===== config.mk =====
export PLATFORM = sky130hd
export DESIGN_NAME = three_axis_biquad_lowpass
export DESIGN_NICKNAME = d
export VERILOG_FILES = /design/src/rtl/core/tbql_pkg.sv /design/src/rtl/core/three_axis_biquad_lowpass.sv /design/src/rtl/core/tbql_mult.sv /design/src/rtl/core/tbql_seq.sv
export SDC_FILE = /design/constraint.sdc
export NUM_CORES = 2
export LEC_CHECK = 0
export ABC_AREA = 1
export BUFFER_PORTS_ARGS = -buffer_cell sky130_fd_sc_hd__buf_2
export CAP_MARGIN = 10
export CORE_MARGIN = 2
export CORE_UTILIZATION = 61
export DETAILED_ROUTE_END_ITERATION = 8
export PLACE_DENSITY = 0.77
export SETUP_SLACK_MARGIN = 0.1
export SYNTH_ARGS = -nofsm -noshare
export SYNTH_HDL_FRONTEND = slang
export SYNTH_HIERARCHICAL = 1
export SYNTH_SLANG_ARGS = --single-unit

===== constraint.sdc =====
create_clock -name clk -period 17.6 [get_ports clk]
set_clock_uncertainty 0.15 [all_clocks]
set_input_delay 3.52 -clock clk [delete_from_list [all_inputs] [get_ports clk]]
set_output_delay 3.52 -clock clk [all_outputs]
set_load 0.1 [all_outputs]

===== src/rtl/core/tbql_pkg.sv =====
// Shared constants, codes and control types for the three-axis biquad low-pass.
package tbql_pkg;

  localparam int TBQL_SAMPLE_BITS     = 16;
  localparam int TBQL_COEF_FRAC_BITS  = 20;
  localparam int TBQL_STATE_FRAC_BITS = 8;
  localparam int TBQL_AXIS_COUNT      = 3;

  localparam int COEF_BITS     = 24;
  localparam int REG_COUNT     = 6;
  localparam int CFG_ADDR_BITS = 3;
  localparam int DIGIT_BITS    = 4;

  localparam logic [CFG_ADDR_BITS-1:0] REG_GAIN = 3'd0;
  localparam logic [CFG_ADDR_BITS-1:0] REG_B0   = 3'd1;
  localparam logic [CFG_ADDR_BITS-1:0] REG_B1   = 3'd2;
  localparam logic [CFG_ADDR_BITS-1:0] REG_B2   = 3'd3;
  localparam logic [CFG_ADDR_BITS-1:0] REG_A1   = 3'd4;
  localparam logic [CFG_ADDR_BITS-1:0] REG_A2   = 3'd5;

  localparam logic signed [COEF_BITS-1:0] RST_GAIN = 24'sd38352;
  localparam logic signed [COEF_BITS-1:0] RST_B0   = 24'sd1048576;
  localparam logic signed [COEF_BITS-1:0] RST_B1   = 24'sd2097152;
  localparam logic signed [COEF_BITS-1:0] RST_B2   = 24'sd1048576;
  localparam logic signed [COEF_BITS-1:0] RST_A1   = -24'sd1458459;
  localparam logic signed [COEF_BITS-1:0] RST_A2   = 24'sd563289;

  // Multiply phases of one axis, in issue order
  localparam logic [2:0] PH_B0   = 3'd0;
  localparam logic [2:0] PH_B1   = 3'd1;
  localparam logic [2:0] PH_B2   = 3'd2;
  localparam logic [2:0] PH_GAIN = 3'd3;
  localparam logic [2:0] PH_A1   = 3'd4;
  localparam logic [2:0] PH_A2   = 3'd5;

  // Operand kinds, each with its own digit count
  localparam logic [1:0] KIND_SAMPLE = 2'd0;
  localparam logic [1:0] KIND_SUM    = 2'd1;
  localparam logic [1:0] KIND_STATE  = 2'd2;

  typedef struct packed {
    logic       idle;
    logic       mul_load;
    logic       mul_step;
    logic       mul_last;
    logic [1:0] kind;
    logic [2:0] phase;
    logic       acc_add;
    logic       do_round;
    logic       do_finish;
    logic       do_push;
  } tbql_ctl_t;

endpackage


===== src/rtl/core/three_axis_biquad_lowpass.sv =====
// Top level: three-axis direct-form-I biquad low-pass with a shared serial multiplier.
//
// Usage:
//   in_*  : one item carries one signed sample per axis in in_tdata.
//   out_* : one item per input item, filtered value per axis in out_tdata,
//           out_tuser high when any axis saturated (state or output).
//   cfg_* : write gain, b0, b1, b2, a1, a2 (signed Q4.20) while idle;
//           indexes beyond the list are ignored.
// Timing: every product goes through one digit-serial multiplier, DIGIT_BITS
//   operand bits per cycle; a product runs over NX, NS or NY digits, the digit
//   counts of a sample, of the rounded feedforward sum and of a stored output.
//   Axes are worked one after the other, and an item is accepted only once the
//   last one has been pushed to the output register.
// in_tready is high whenever the sequencer is idle, also while a result still
//   waits in the output register. A stalled receiver holds the result there;
//   the next item's result then waits until that register is taken.
// Reset (rst_n low, synchronous) loads the default coefficients, clears the
//   filter history of all axes and drops any pending item.
module three_axis_biquad_lowpass #(
  parameter int SAMPLE_BITS     = tbql_pkg::TBQL_SAMPLE_BITS,
  parameter int COEF_FRAC_BITS  = tbql_pkg::TBQL_COEF_FRAC_BITS,
  parameter int STATE_FRAC_BITS = tbql_pkg::TBQL_STATE_FRAC_BITS,
  parameter int AXIS_COUNT      = tbql_pkg::TBQL_AXIS_COUNT
) (
  input  logic                                    clk,
  input  logic                                    rst_n,
  // in_tdata: sample_x, sample_y, sample_z (one SAMPLE_BITS lane each), zero pad
  input  logic                                    in_tvalid,
  output logic                                    in_tready,
  input  logic [((AXIS_COUNT*SAMPLE_BITS+7)/8)*8-1:0] in_tdata,
  // out_tdata: filtered_x, filtered_y, filtered_z (one lane each), zero pad
  output logic                                    out_tvalid,
  input  logic                                    out_tready,
  output logic [((AXIS_COUNT*SAMPLE_BITS+7)/8)*8-1:0] out_tdata,
  // out_tuser: clipped
  output logic                                    out_tuser,
  input  logic                                    cfg_we,
  input  logic [tbql_pkg::CFG_ADDR_BITS-1:0]      cfg_addr,
  input  logic [tbql_pkg::COEF_BITS-1:0]          cfg_wdata
);
  import tbql_pkg::*;

  localparam int SB   = SAMPLE_BITS;
  localparam int SFB  = STATE_FRAC_BITS;
  localparam int STW  = SB + SFB;
  localparam int CW   = COEF_BITS;
  localparam int D    = DIGIT_BITS;
  localparam int RSH  = COEF_FRAC_BITS - STATE_FRAC_BITS;
  localparam int SRW  = CW + SB + 3 - RSH;
  localparam int NX   = (SB + D - 1) / D;
  localparam int NY   = (STW + D - 1) / D;
  localparam int NS   = (SRW + D - 1) / D;
  localparam int NMAX = (NX > NY) ? ((NX > NS) ? NX : NS) : ((NY > NS) ? NY : NS);
  localparam int OPW  = NMAX * D;
  localparam int AW   = CW + D + 1 + OPW + 2;
  localparam int DW   = ((AXIS_COUNT * SB + 7) / 8) * 8;
  localparam int AXW  = (AXIS_COUNT > 1) ? $clog2(AXIS_COUNT) : 1;

  localparam logic signed [AW-1:0] Y_HALF = AW'(1) << (COEF_FRAC_BITS - 1);

  tbql_ctl_t ctl;
  logic [AXW-1:0] axis;
  logic in_fire;
  logic out_free;

  // coefficient registers
  logic signed [CW-1:0] gain_r, b0_r, b1_r, b2_r, a1_r, a2_r;

  // per-axis history and latched samples
  logic signed [SB-1:0]  xin_r     [AXIS_COUNT];
  logic signed [SB-1:0]  in_one_r  [AXIS_COUNT];
  logic signed [SB-1:0]  in_two_r  [AXIS_COUNT];
  logic signed [STW-1:0] out_one_r [AXIS_COUNT];
  logic signed [STW-1:0] out_two_r [AXIS_COUNT];
  logic        [SB-1:0]  res_r     [AXIS_COUNT];
  logic                  clip_r;

  logic signed [AW-1:0]  acc_r;
  logic signed [SRW-1:0] sr_r;
  logic signed [SRW-1:0] sr_val;
  logic signed [AW-1:0]  prod;
  logic signed [CW-1:0]  coef_sel;
  logic signed [OPW-1:0] opnd_sel;

  logic signed [AW-1:0]  y_biased;
  logic signed [AW-1:0]  y_wide;
  logic                  y_ovf;
  logic signed [STW-1:0] y_sat;
  logic        [SB-1:0]  o_sat;
  logic                  o_ovf;

  logic          out_valid_r;
  logic [DW-1:0] out_data_r;
  logic          out_clip_r;
  logic [DW-1:0] out_data_nxt;

  assign in_tready = ctl.idle;
  assign in_fire   = in_tvalid && ctl.idle;
  assign out_free  = !out_valid_r || out_tready;

  tbql_seq #(
    .AXIS_COUNT (AXIS_COUNT),
    .NX         (NX),
    .NY         (NY),
    .NS         (NS),
    .AXW        (AXW)
  ) u_seq (
    .clk      (clk),
    .rst_n    (rst_n),
    .in_fire  (in_fire),
    .out_free (out_free),
    .ctl      (ctl),
    .axis     (axis)
  );

  tbql_mult #(
    .CW  (CW),
    .D   (D),
    .OPW (OPW),
    .NX  (NX),
    .NY  (NY),
    .NS  (NS),
    .AW  (AW)
  ) u_mult (
    .clk     (clk),
    .ctl     (ctl),
    .coef    (coef_sel),
    .operand (opnd_sel),
    .prod    (prod)
  );

  // configuration writes
  always_ff @(posedge clk) begin
    if (!rst_n) begin
      gain_r <= RST_GAIN;
      b0_r   <= RST_B0;
      b1_r   <= RST_B1;
      b2_r   <= RST_B2;
      a1_r   <= RST_A1;
      a2_r   <= RST_A2;
    end else if (cfg_we) begin
      unique case (cfg_addr)
        REG_GAIN: gain_r <= cfg_wdata;
        REG_B0:   b0_r   <= cfg_wdata;
        REG_B1:   b1_r   <= cfg_wdata;
        REG_B2:   b2_r   <= cfg_wdata;
        REG_A1:   a1_r   <= cfg_wdata;
        REG_A2:   a2_r   <= cfg_wdata;
        default:  ;
      endcase
    end
  end

  // operand and coefficient for the current phase
  always_comb begin
    unique case (ctl.phase)
      PH_B0: begin
        coef_sel = b0_r;
        opnd_sel = OPW'(xin_r[axis]);
      end
      PH_B1: begin
        coef_sel = b1_r;
        opnd_sel = OPW'(in_one_r[axis]);
      end
      PH_B2: begin
        coef_sel = b2_r;
        opnd_sel = OPW'(in_two_r[axis]);
      end
      PH_GAIN: begin
        coef_sel = gain_r;
        opnd_sel = OPW'(sr_r);
      end
      PH_A1: begin
        coef_sel = a1_r;
        opnd_sel = OPW'(out_one_r[axis]);
      end
      PH_A2: begin
        coef_sel = a2_r;
        opnd_sel = OPW'(out_two_r[axis]);
      end
      default: begin
        coef_sel = b0_r;
        opnd_sel = OPW'(xin_r[axis]);
      end
    endcase
  end

  // feedforward sum down to state precision
  generate
    if (RSH > 0) begin : g_ff_round
      localparam logic signed [AW-1:0] FF_HALF = AW'(1) << (RSH - 1);
      logic signed [AW-1:0] ff_biased;
      assign ff_biased = acc_r + FF_HALF;
      assign sr_val    = SRW'(ff_biased >>> RSH);
    end else begin : g_ff_scale
      assign sr_val = SRW'(acc_r <<< (-RSH));
    end
  endgenerate

  // new state: round, then saturate to STW bits
  always_comb begin
    y_biased = acc_r + Y_HALF;
    y_wide   = y_biased >>> COEF_FRAC_BITS;
    y_ovf    = !((&y_wide[AW-1:STW-1]) || !(|y_wide[AW-1:STW-1]));
    if (y_ovf) begin
      y_sat = y_wide[AW-1] ? {1'b1, {(STW-1){1'b0}}} : {1'b0, {(STW-1){1'b1}}};
    end else begin
      y_sat = y_wide[STW-1:0];
    end
  end

  // output: drop state fraction bits, then saturate to SB bits
  generate
    if (SFB > 0) begin : g_out_round
      localparam logic [STW:0] O_HALF = (STW + 1)'(1) << (SFB - 1);
      logic [STW:0]  o_biased;
      logic [SB:0]   o_wide;
      always_comb begin
        o_biased = {y_sat[STW-1], y_sat} + O_HALF;
        o_wide   = o_biased[STW:SFB];
        o_ovf    = o_wide[SB] ^ o_wide[SB-1];
        if (o_ovf) begin
          o_sat = o_wide[SB] ? {1'b1, {(SB-1){1'b0}}} : {1'b0, {(SB-1){1'b1}}};
        end else begin
          o_sat = o_wide[SB-1:0];
        end
      end
    end else begin : g_out_pass
      assign o_sat = y_sat;
      assign o_ovf = 1'b0;
    end
  endgenerate

  // accumulator and rounded feedforward sum
  always_ff @(posedge clk) begin
    if (in_fire || ctl.do_round || ctl.do_finish) begin
      acc_r <= '0;
    end else if (ctl.acc_add) begin
      if (ctl.phase == PH_A1 || ctl.phase == PH_A2) begin
        acc_r <= acc_r - prod;
      end else begin
        acc_r <= acc_r + prod;
      end
    end
    if (ctl.do_round) begin
      sr_r <= sr_val;
    end
  end

  // latch samples on acceptance
  always_ff @(posedge clk) begin
    if (in_fire) begin
      for (int a = 0; a < AXIS_COUNT; a++) begin
        xin_r[a] <= in_tdata[a*SB +: SB];
      end
    end
  end

  // history update at the end of each axis
  always_ff @(posedge clk) begin
    if (!rst_n) begin
      for (int a = 0; a < AXIS_COUNT; a++) begin
        in_one_r[a]  <= '0;
        in_two_r[a]  <= '0;
        out_one_r[a] <= '0;
        out_two_r[a] <= '0;
      end
    end else if (ctl.do_finish) begin
      in_two_r[axis]  <= in_one_r[axis];
      in_one_r[axis]  <= xin_r[axis];
      out_two_r[axis] <= out_one_r[axis];
      out_one_r[axis] <= y_sat;
    end
  end

  // per-item results and clip flag
  always_ff @(posedge clk) begin
    if (in_fire) begin
      clip_r <= 1'b0;
    end else if (ctl.do_finish) begin
      clip_r <= clip_r | y_ovf | o_ovf;
    end
    if (ctl.do_finish) begin
      res_r[axis] <= o_sat;
    end
  end

  always_comb begin
    out_data_nxt = '0;
    for (int a = 0; a < AXIS_COUNT; a++) begin
      out_data_nxt[a*SB +: SB] = res_r[a];
    end
  end

  // output register: hold while the receiver stalls
  always_ff @(posedge clk) begin
    if (!rst_n) begin
      out_valid_r <= 1'b0;
    end else if (ctl.do_push) begin
      out_valid_r <= 1'b1;
    end else if (out_tready) begin
      out_valid_r <= 1'b0;
    end
  end

  always_ff @(posedge clk) begin
    if (ctl.do_push) begin
      out_data_r <= out_data_nxt;
      out_clip_r <= clip_r;
    end
  end

  assign out_tvalid = out_valid_r;
  assign out_tdata  = out_data_r;
  assign out_tuser  = out_clip_r;

endmodule


===== src/rtl/core/tbql_mult.sv =====
// Digit-serial signed multiplier: coefficient times operand, one digit per cycle.
module tbql_mult #(
  parameter int CW  = tbql_pkg::COEF_BITS,
  parameter int D   = tbql_pkg::DIGIT_BITS,
  parameter int OPW = 32,
  parameter int NX  = 4,
  parameter int NY  = 6,
  parameter int NS  = 8,
  parameter int AW  = 63
) (
  input  logic                    clk,
  input  tbql_pkg::tbql_ctl_t     ctl,
  input  logic signed [CW-1:0]    coef,
  input  logic signed [OPW-1:0]   operand,
  output logic signed [AW-1:0]    prod
);
  import tbql_pkg::*;

  localparam int HW = CW + D + 1;

  logic signed [HW-1:0]     hi_r;
  logic        [OPW-1:0]    lo_r;
  logic        [D-1:0]      dig;
  logic        [D:0]        dsig;
  logic signed [HW-1:0]     partial;
  logic signed [HW-1:0]     sum;
  logic signed [HW+OPW-1:0] full;

  always_comb begin
    dig     = lo_r[D-1:0];
    // top digit of the operand carries its sign
    dsig    = ctl.mul_last ? {dig[D-1], dig} : {1'b0, dig};
    partial = coef * $signed(dsig);
    sum     = hi_r + partial;
  end

  always_ff @(posedge clk) begin
    if (ctl.mul_load) begin
      hi_r <= '0;
      lo_r <= operand;
    end else if (ctl.mul_step) begin
      hi_r <= sum >>> D;
      lo_r <= {sum[D-1:0], lo_r[OPW-1:D]};
    end
  end

  assign full = {hi_r, lo_r};

  // unconsumed operand digits sit below the product; drop them
  always_comb begin
    case (ctl.kind)
      KIND_SAMPLE: prod = AW'(full >>> (OPW - NX * D));
      KIND_SUM:    prod = AW'(full >>> (OPW - NS * D));
      KIND_STATE:  prod = AW'(full >>> (OPW - NY * D));
      default:     prod = AW'(full >>> (OPW - NS * D));
    endcase
  end

endmodule


===== src/rtl/core/tbql_seq.sv =====
// Sequencer: walks axes, multiply phases and digits for one item.
module tbql_seq #(
  parameter int AXIS_COUNT = tbql_pkg::TBQL_AXIS_COUNT,
  parameter int NX         = 4,
  parameter int NY         = 6,
  parameter int NS         = 8,
  parameter int AXW        = 2
) (
  input  logic                clk,
  input  logic                rst_n,
  input  logic                in_fire,
  input  logic                out_free,
  output tbql_pkg::tbql_ctl_t ctl,
  output logic [AXW-1:0]      axis
);
  import tbql_pkg::*;

  localparam int NMAX = (NX > NY) ? ((NX > NS) ? NX : NS) : ((NY > NS) ? NY : NS);
  localparam int DGW  = $clog2(NMAX);

  localparam logic [2:0] ST_IDLE  = 3'd0;
  localparam logic [2:0] ST_LOAD  = 3'd1;
  localparam logic [2:0] ST_STEP  = 3'd2;
  localparam logic [2:0] ST_ACC   = 3'd3;
  localparam logic [2:0] ST_ROUND = 3'd4;
  localparam logic [2:0] ST_FIN   = 3'd5;
  localparam logic [2:0] ST_PUSH  = 3'd6;

  logic [2:0]     state_r, state_nxt;
  logic [2:0]     ph_r, ph_nxt;
  logic [DGW-1:0] dig_r, dig_nxt;
  logic [AXW-1:0] axis_r, axis_nxt;
  logic [1:0]     kind;
  logic [DGW-1:0] dig_end;

  always_comb begin
    unique case (ph_r) inside
      PH_B0, PH_B1, PH_B2: kind = KIND_SAMPLE;
      PH_GAIN:             kind = KIND_SUM;
      default:             kind = KIND_STATE;
    endcase
    case (kind)
      KIND_SAMPLE: dig_end = DGW'(NX - 1);
      KIND_SUM:    dig_end = DGW'(NS - 1);
      default:     dig_end = DGW'(NY - 1);
    endcase
  end

  always_comb begin
    state_nxt = state_r;
    ph_nxt    = ph_r;
    dig_nxt   = dig_r;
    axis_nxt  = axis_r;
    unique case (state_r)
      ST_IDLE: begin
        if (in_fire) begin
          state_nxt = ST_LOAD;
          ph_nxt    = PH_B0;
          axis_nxt  = '0;
        end
      end
      ST_LOAD: begin
        state_nxt = ST_STEP;
        dig_nxt   = '0;
      end
      ST_STEP: begin
        if (dig_r == dig_end) begin
          state_nxt = ST_ACC;
        end else begin
          dig_nxt = dig_r + 1'b1;
        end
      end
      ST_ACC: begin
        if (ph_r == PH_B2) begin
          state_nxt = ST_ROUND;
        end else if (ph_r == PH_A2) begin
          state_nxt = ST_FIN;
        end else begin
          state_nxt = ST_LOAD;
          ph_nxt    = ph_r + 1'b1;
        end
      end
      ST_ROUND: begin
        state_nxt = ST_LOAD;
        ph_nxt    = PH_GAIN;
      end
      ST_FIN: begin
        if (axis_r == AXW'(AXIS_COUNT - 1)) begin
          state_nxt = ST_PUSH;
        end else begin
          state_nxt = ST_LOAD;
          ph_nxt    = PH_B0;
          axis_nxt  = axis_r + 1'b1;
        end
      end
      ST_PUSH: begin
        if (out_free) begin
          state_nxt = ST_IDLE;
        end
      end
      default: state_nxt = ST_IDLE;
    endcase
  end

  always_ff @(posedge clk) begin
    if (!rst_n) begin
      state_r <= ST_IDLE;
      ph_r    <= PH_B0;
      dig_r   <= '0;
      axis_r  <= '0;
    end else begin
      state_r <= state_nxt;
      ph_r    <= ph_nxt;
      dig_r   <= dig_nxt;
      axis_r  <= axis_nxt;
    end
  end

  always_comb begin
    ctl.idle      = (state_r == ST_IDLE);
    ctl.mul_load  = (state_r == ST_LOAD);
    ctl.mul_step  = (state_r == ST_STEP);
    ctl.mul_last  = (state_r == ST_STEP) && (dig_r == dig_end);
    ctl.kind      = kind;
    ctl.phase     = ph_r;
    ctl.acc_add   = (state_r == ST_ACC);
    ctl.do_round  = (state_r == ST_ROUND);
    ctl.do_finish = (state_r == ST_FIN);
    ctl.do_push   = (state_r == ST_PUSH) && out_free;
  end

  assign axis = axis_r;

endmodule

; Word-level counts from Yosys, hierarchy flattened
; Memories as Yosys holds them, arrays and structs flattened. A register that Yosys moved wholly into a read port is not among the register bits.
; Index checks and enable logic that the tools add are counted.
[classes]
addsub = 9
mul = 1
eq_ne = 27
muxes = 61
bitwise = 3
n_reduce_logical = 36
[ops]
columns = operator, n
row1 = $pmux 32 s5, 1
row2 = $pmux 24 s5, 1
row3 = $pmux 56 s2, 1
row4 = $mux 24, 4
row5 = $mux 16, 4
row6 = $mux 32, 2
row7 = $add 63x21->63 const B, 1
row8 = $add 63x57->63, 1
row9 = $mux 63, 1
row10 = $sub 63x57->63, 1
row11 = $reduce_or 24->1, 2
row12 = $add 43x13->43 const B, 1
row13 = $mux 3, 11
row14 = $mux 2, 16
row15 = $reduce_or 16->1, 2
row16 = $add 25x29->29, 1
row17 = $mul 24x5->29, 1
row18 = $add 24x9->25 const B, 1
row19 = $eq 3x3->1 const B, 7
row20 = $pmux 3 s7, 1
row21 = $reduce_and 20->1, 1
row22 = $reduce_or 20->1, 1
row23 = $eq 3x2->1 const B, 6
row24 = $reduce_and 2->1, 7
row25 = 25 further kinds, 62
[word_totals]
regBits = 309
mem_bits_rw = 336
inputBits = 80
out_inout_bits = 51
word_cells = 160
memories = 6
[memory_table]
columns = memory, depth, word_bits, read_ports, rd_ports_with_merged_regs, wr, line_no
row1 = out_one_r, 3, 24, 1, 1, 3, three_axis_biquad_lowpass.sv:73  ; logic signed [STW-1:0] out_one_r [AXIS_COUNT];
row2 = out_two_r, 3, 24, 1, 1, 3, three_axis_biquad_lowpass.sv:74  ; logic signed [STW-1:0] out_two_r [AXIS_COUNT];
row3 = in_one_r, 3, 16, 1, 1, 3, three_axis_biquad_lowpass.sv:71  ; logic signed [SB-1:0] in_one_r [AXIS_COUNT];
row4 = in_two_r, 3, 16, 1, 1, 3, three_axis_biquad_lowpass.sv:72  ; logic signed [SB-1:0] in_two_r [AXIS_COUNT];
row5 = res_r, 3, 16, 3, 3, 1, three_axis_biquad_lowpass.sv:75  ; logic [SB-1:0] res_r [AXIS_COUNT];
row6 = xin_r, 3, 16, 1, 1, 3, three_axis_biquad_lowpass.sv:70  ; logic signed [SB-1:0] xin_r [AXIS_COUNT];

; Logic depth before layout (Yosys ltp)
[logic_depth]
word_depth = 12
ltp_mapped = 44
mapped_depth_nobuf = 43

; Cells and area by module
; Netlist, hierarchy kept.
[modules_own_cells]
columns = mod, instances, cells_per_inst, area_each_um2, seq_area_each_um2
row1 = three_axis_biquad_lowpass, 1, 4091, 35896.9, 19078.3
row2 = tbql_mult, 1, 1282, 8793.4, 1461.4
row3 = tbql_seq, 1, 118, 835.8, 220.2

; Worst setup path after synthesis
; OpenSTA, ideal clock, no wires.
[synth_timing]
path_kind = in2reg
start = input out_tready
end = register out_data_r[0] (netlist: out_tdata[0]) (read register of res_r), enable pin
setup_time_ns = 0.580
t_arrival_ns = 8.386
required_time_ns = 16.870
slack_ns = 8.483
path_stages = 4
path_buffers = 0
path_cell_list = inv_1 > nand2_1 > inv_1 > nor4_1
[synth_rtl]
columns = element, line_no
row1 = from (decl), three_axis_biquad_lowpass.sv:33  ; input logic out_tready,
row2 = to (decl), three_axis_biquad_lowpass.sv:93  ; logic [DW-1:0] out_data_r;

==> impl_metrics.csv <==
group,metric,value,unit
sta,period_needed,7250,ps
placement,routabilityCongestion,0.980,
sta,hold_viol,0,
status,status,"finished clean",
synth,synthCells,5491,
setup_path,cp_common_cell,"nand2_1",
route,viasPerCell,5.84,
sta,rsz0062_at_grt,"false",
setup_path,cp_num_buf_inv,8,
route,detail-route-antenna-nets,0,
worst_hold_path,min_path_type,"reg2reg",
pwr,power.density,216,nW/um^2
die,core_area,74200,um^2
sta,max_freq,0.138,GHz
placement,hpwlAfterDp,92.9,mm
final_layout,finalNetCount,5857,
synth,synth.avg_cell_area,8.29,um^2
die,rows,100,
die,die_h,277,um
setup_path,max_stage_delay,480,ps
synth,synth_ff_type,"edfxtp_1",
setup_path,critPathLaunchType,"flip-flop",
sta,fin_tns_setup,0,ps
synth,synth_cell_types,60,
clock_tree,root_buffer,"clkbuf_16",
die,start_util,0.614,
final_layout,drive_gt1_frac,0.0847,
pwr,leakagePower,0.0225,uW
clock_tree,clk_pin_slew,60,ps
clock_tree,cts_made_buffers,80,
setup_path,worstPathRequired,18000,ps
placement,dpl.cell_count,6433,
clock_tree,clk_latency,650,ps
synth,yosys_warnings,6,
synth,ys_top_cells_by_area,"edfxtp_1, dfxtp_1, nand2_1, inv_1, nor2_1",
synth,synth_edf_count,528,
synth,yosysMostFrequentCell,"nand2_1",
clock_tree,htree_levels,3,
run,drv_cap,0,
grt,grt_pass1_vias,37287,
placement,numPortBuffers,130,
final_layout,layout.cells.non_filler,6581,
setup_path,path_max_fanout,43,
final_layout,fillCellCount,6130,
clock_tree,cts_tree,"done",
route,route.detailed.drc,0,
grt,antenna_found_initial,3,
synth,seq_area_frac_synth,0.456,
clock_tree,cts_sinks,773,
final_layout,syn_to_final_growth,9.30,%
setup_path,crit_type,"reg2reg",
pwr,ir_drop,0.488,mV
die,fp.dieW,277,um
pwr,total_power,10700,uW
setup_path,cpLargestDelayFamily,"simple AND/OR/NAND/NOR gates",
setup_path,cp.arrival,7650,ps
clock_tree,cts_resized,0,
grt,grt_max_degree,97,
setup_path,setup.worst_path.end_class,"flip-flop",
route,firstDrtPassIters,7,
synth,synth_nets,5802,
route,via_count,38451,
synth,async_flop_share,0,
clock_tree,clock_path_buffers,3,
sta,maxSlewHeadroom,0.134,
grt,grt_overflow,0,
route,wire_per_inst,19.9,um
route,drtIter0Drc,4870,
sta,finalCritPeriodShare,0.412,
synth,yosys.area.top_type,"edfxtp_1",
route,totalWireLength,131,mm
grt,grt_pass1_wl,207,mm
sta,worst_pin_slew,1290,ps
synth,syn-cell-area,45500,um^2
die,ios,131,
synth,synth_top_area_frac,0.348,
sta,drv_slew,0,
synth,synth-seq-cells,773,
clock_tree,postCtsSetupBuffers,0,
grt,track_usage,0.341,
sta,setup_viol,0,
synth,netlist_top_cells_count,"nand2_1, inv_1, nor2_1",
setup_path,slowest_stage,"dfxtp_1",
clock_tree,cts_hold_buf,0,
die,die_area,76800,um^2
cells in the final DEF, fill, tap and decap left out, drive strengths merged, types with 132 or more instances in the layout:
cell type	n
edfxtp	528
o21ai	363
xor2	132
buf	187
dfxtp	245
a22oi	147
ha	132
a21oi	280
inv	936
nand2	1042
nand3	181
nor2	799
area by class of cell:
class / instances / area (um^2) / share of cell area
Antenna cell: 2 / 5.00 / 0.000101
Clock inverter: 40 / 538 / 0.0108
Tap cell: 969 / 1210 / 0.0244
Sequential cell: 773 / 20800 / 0.417
Multi-Input combinational cell: 3570 / 20400 / 0.411
Clock buffer: 106 / 2180 / 0.0439
Inverter: 934 / 3510 / 0.0705
Timing Repair Buffer: 187 / 1110 / 0.0222
kinds of logic after synthesis:
logic type | share of synthesized area
buffers and inverters | 0.0970
AO/OA/AOI/OAI | 0.135
flip-flops | 0.456
AND/OR/NAND/NOR | 0.199
XOR/XNOR | 0.0331
adder cells (fa/ha/maj) | 0.0798
sequential cells by signal (all words and copies together), names as in the netlist, 2 cells and up:
| signal | flops |
|---|---|
| a1_r | 24 |
| a2_r | 24 |
| acc_r | 63 |
| b0_r | 24 |
| b1_r | 24 |
| b2_r | 24 |
| gain_r | 24 |
| in_one_r | 64 |
| in_two_r | 64 |
| out_one_r | 96 |
| out_tdata | 48 |
| out_two_r | 96 |
| res_r | 48 |
| sr_r | 31 |
| u_mult/hi_r | 25 |
| u_mult/lo_r | 32 |
| u_seq/axis | 2 |
| u_seq/dig_r | 3 |
| u_seq/ph_r | 3 |
| u_seq/state_r | 3 |
| xin_r | 48 |
worst register-to-register path, delay by kind of cell, from the launching register on:
family	cells	cell delay [ps]
AOI/OAI and AO/OA	6	1710
adders and majority gates	3	770
and+or+nand+nor	17	2670
DFF	1	480
xor gates and xnor gates	1	180
buffers and inverters	8	1230
worst paths after layout:
check        slack, ps  depth (start not counted)     startpoint       endpoint
min reg2reg        260                          0   res_r[0][15]  out_tdata[15]
max              10350                         35  u_seq/ph_r[1]      acc_r[56]
max reg2reg      10350                         35  u_seq/ph_r[1]      acc_r[56]
min                260                          0   res_r[0][15]  out_tdata[15]
stage by stage:
step	util	hold WS (ps)	cell area (um^2)	setup slack (ps)
final	0.671	263	49800	10350
after global routing	0.671	271	49800	9550
after CTS	0.671	265	49800	10510
after detailed placement	0.634	255	47000	10240
after global placement	0.634	251	47000	10260
after floorplan	-	250	45500	8480
per-layer routing:
layer	vias up	GRT usage	routed length, um
li1	18134	-	-
met1	18146	0.463	52400
met2	1934	0.561	61800
met4	0	0.112	4170
met3	237	0.0530	12600
met5	-	0	0
power by group:
| group | leakage, uW | internal, uW | switching [uW] | total, uW |
|---|---|---|---|---|
| logic | 0.0141 | 2010 | 4390 | 6390 |
| registers | 0.00711 | 2360 | 245 | 2600 |
| clock network | 0.00131 | 1010 | 747 | 1750 |
| total | 0.0225 | 5370 | 5380 | 10700 |
(Power assumes the default switching activity.)
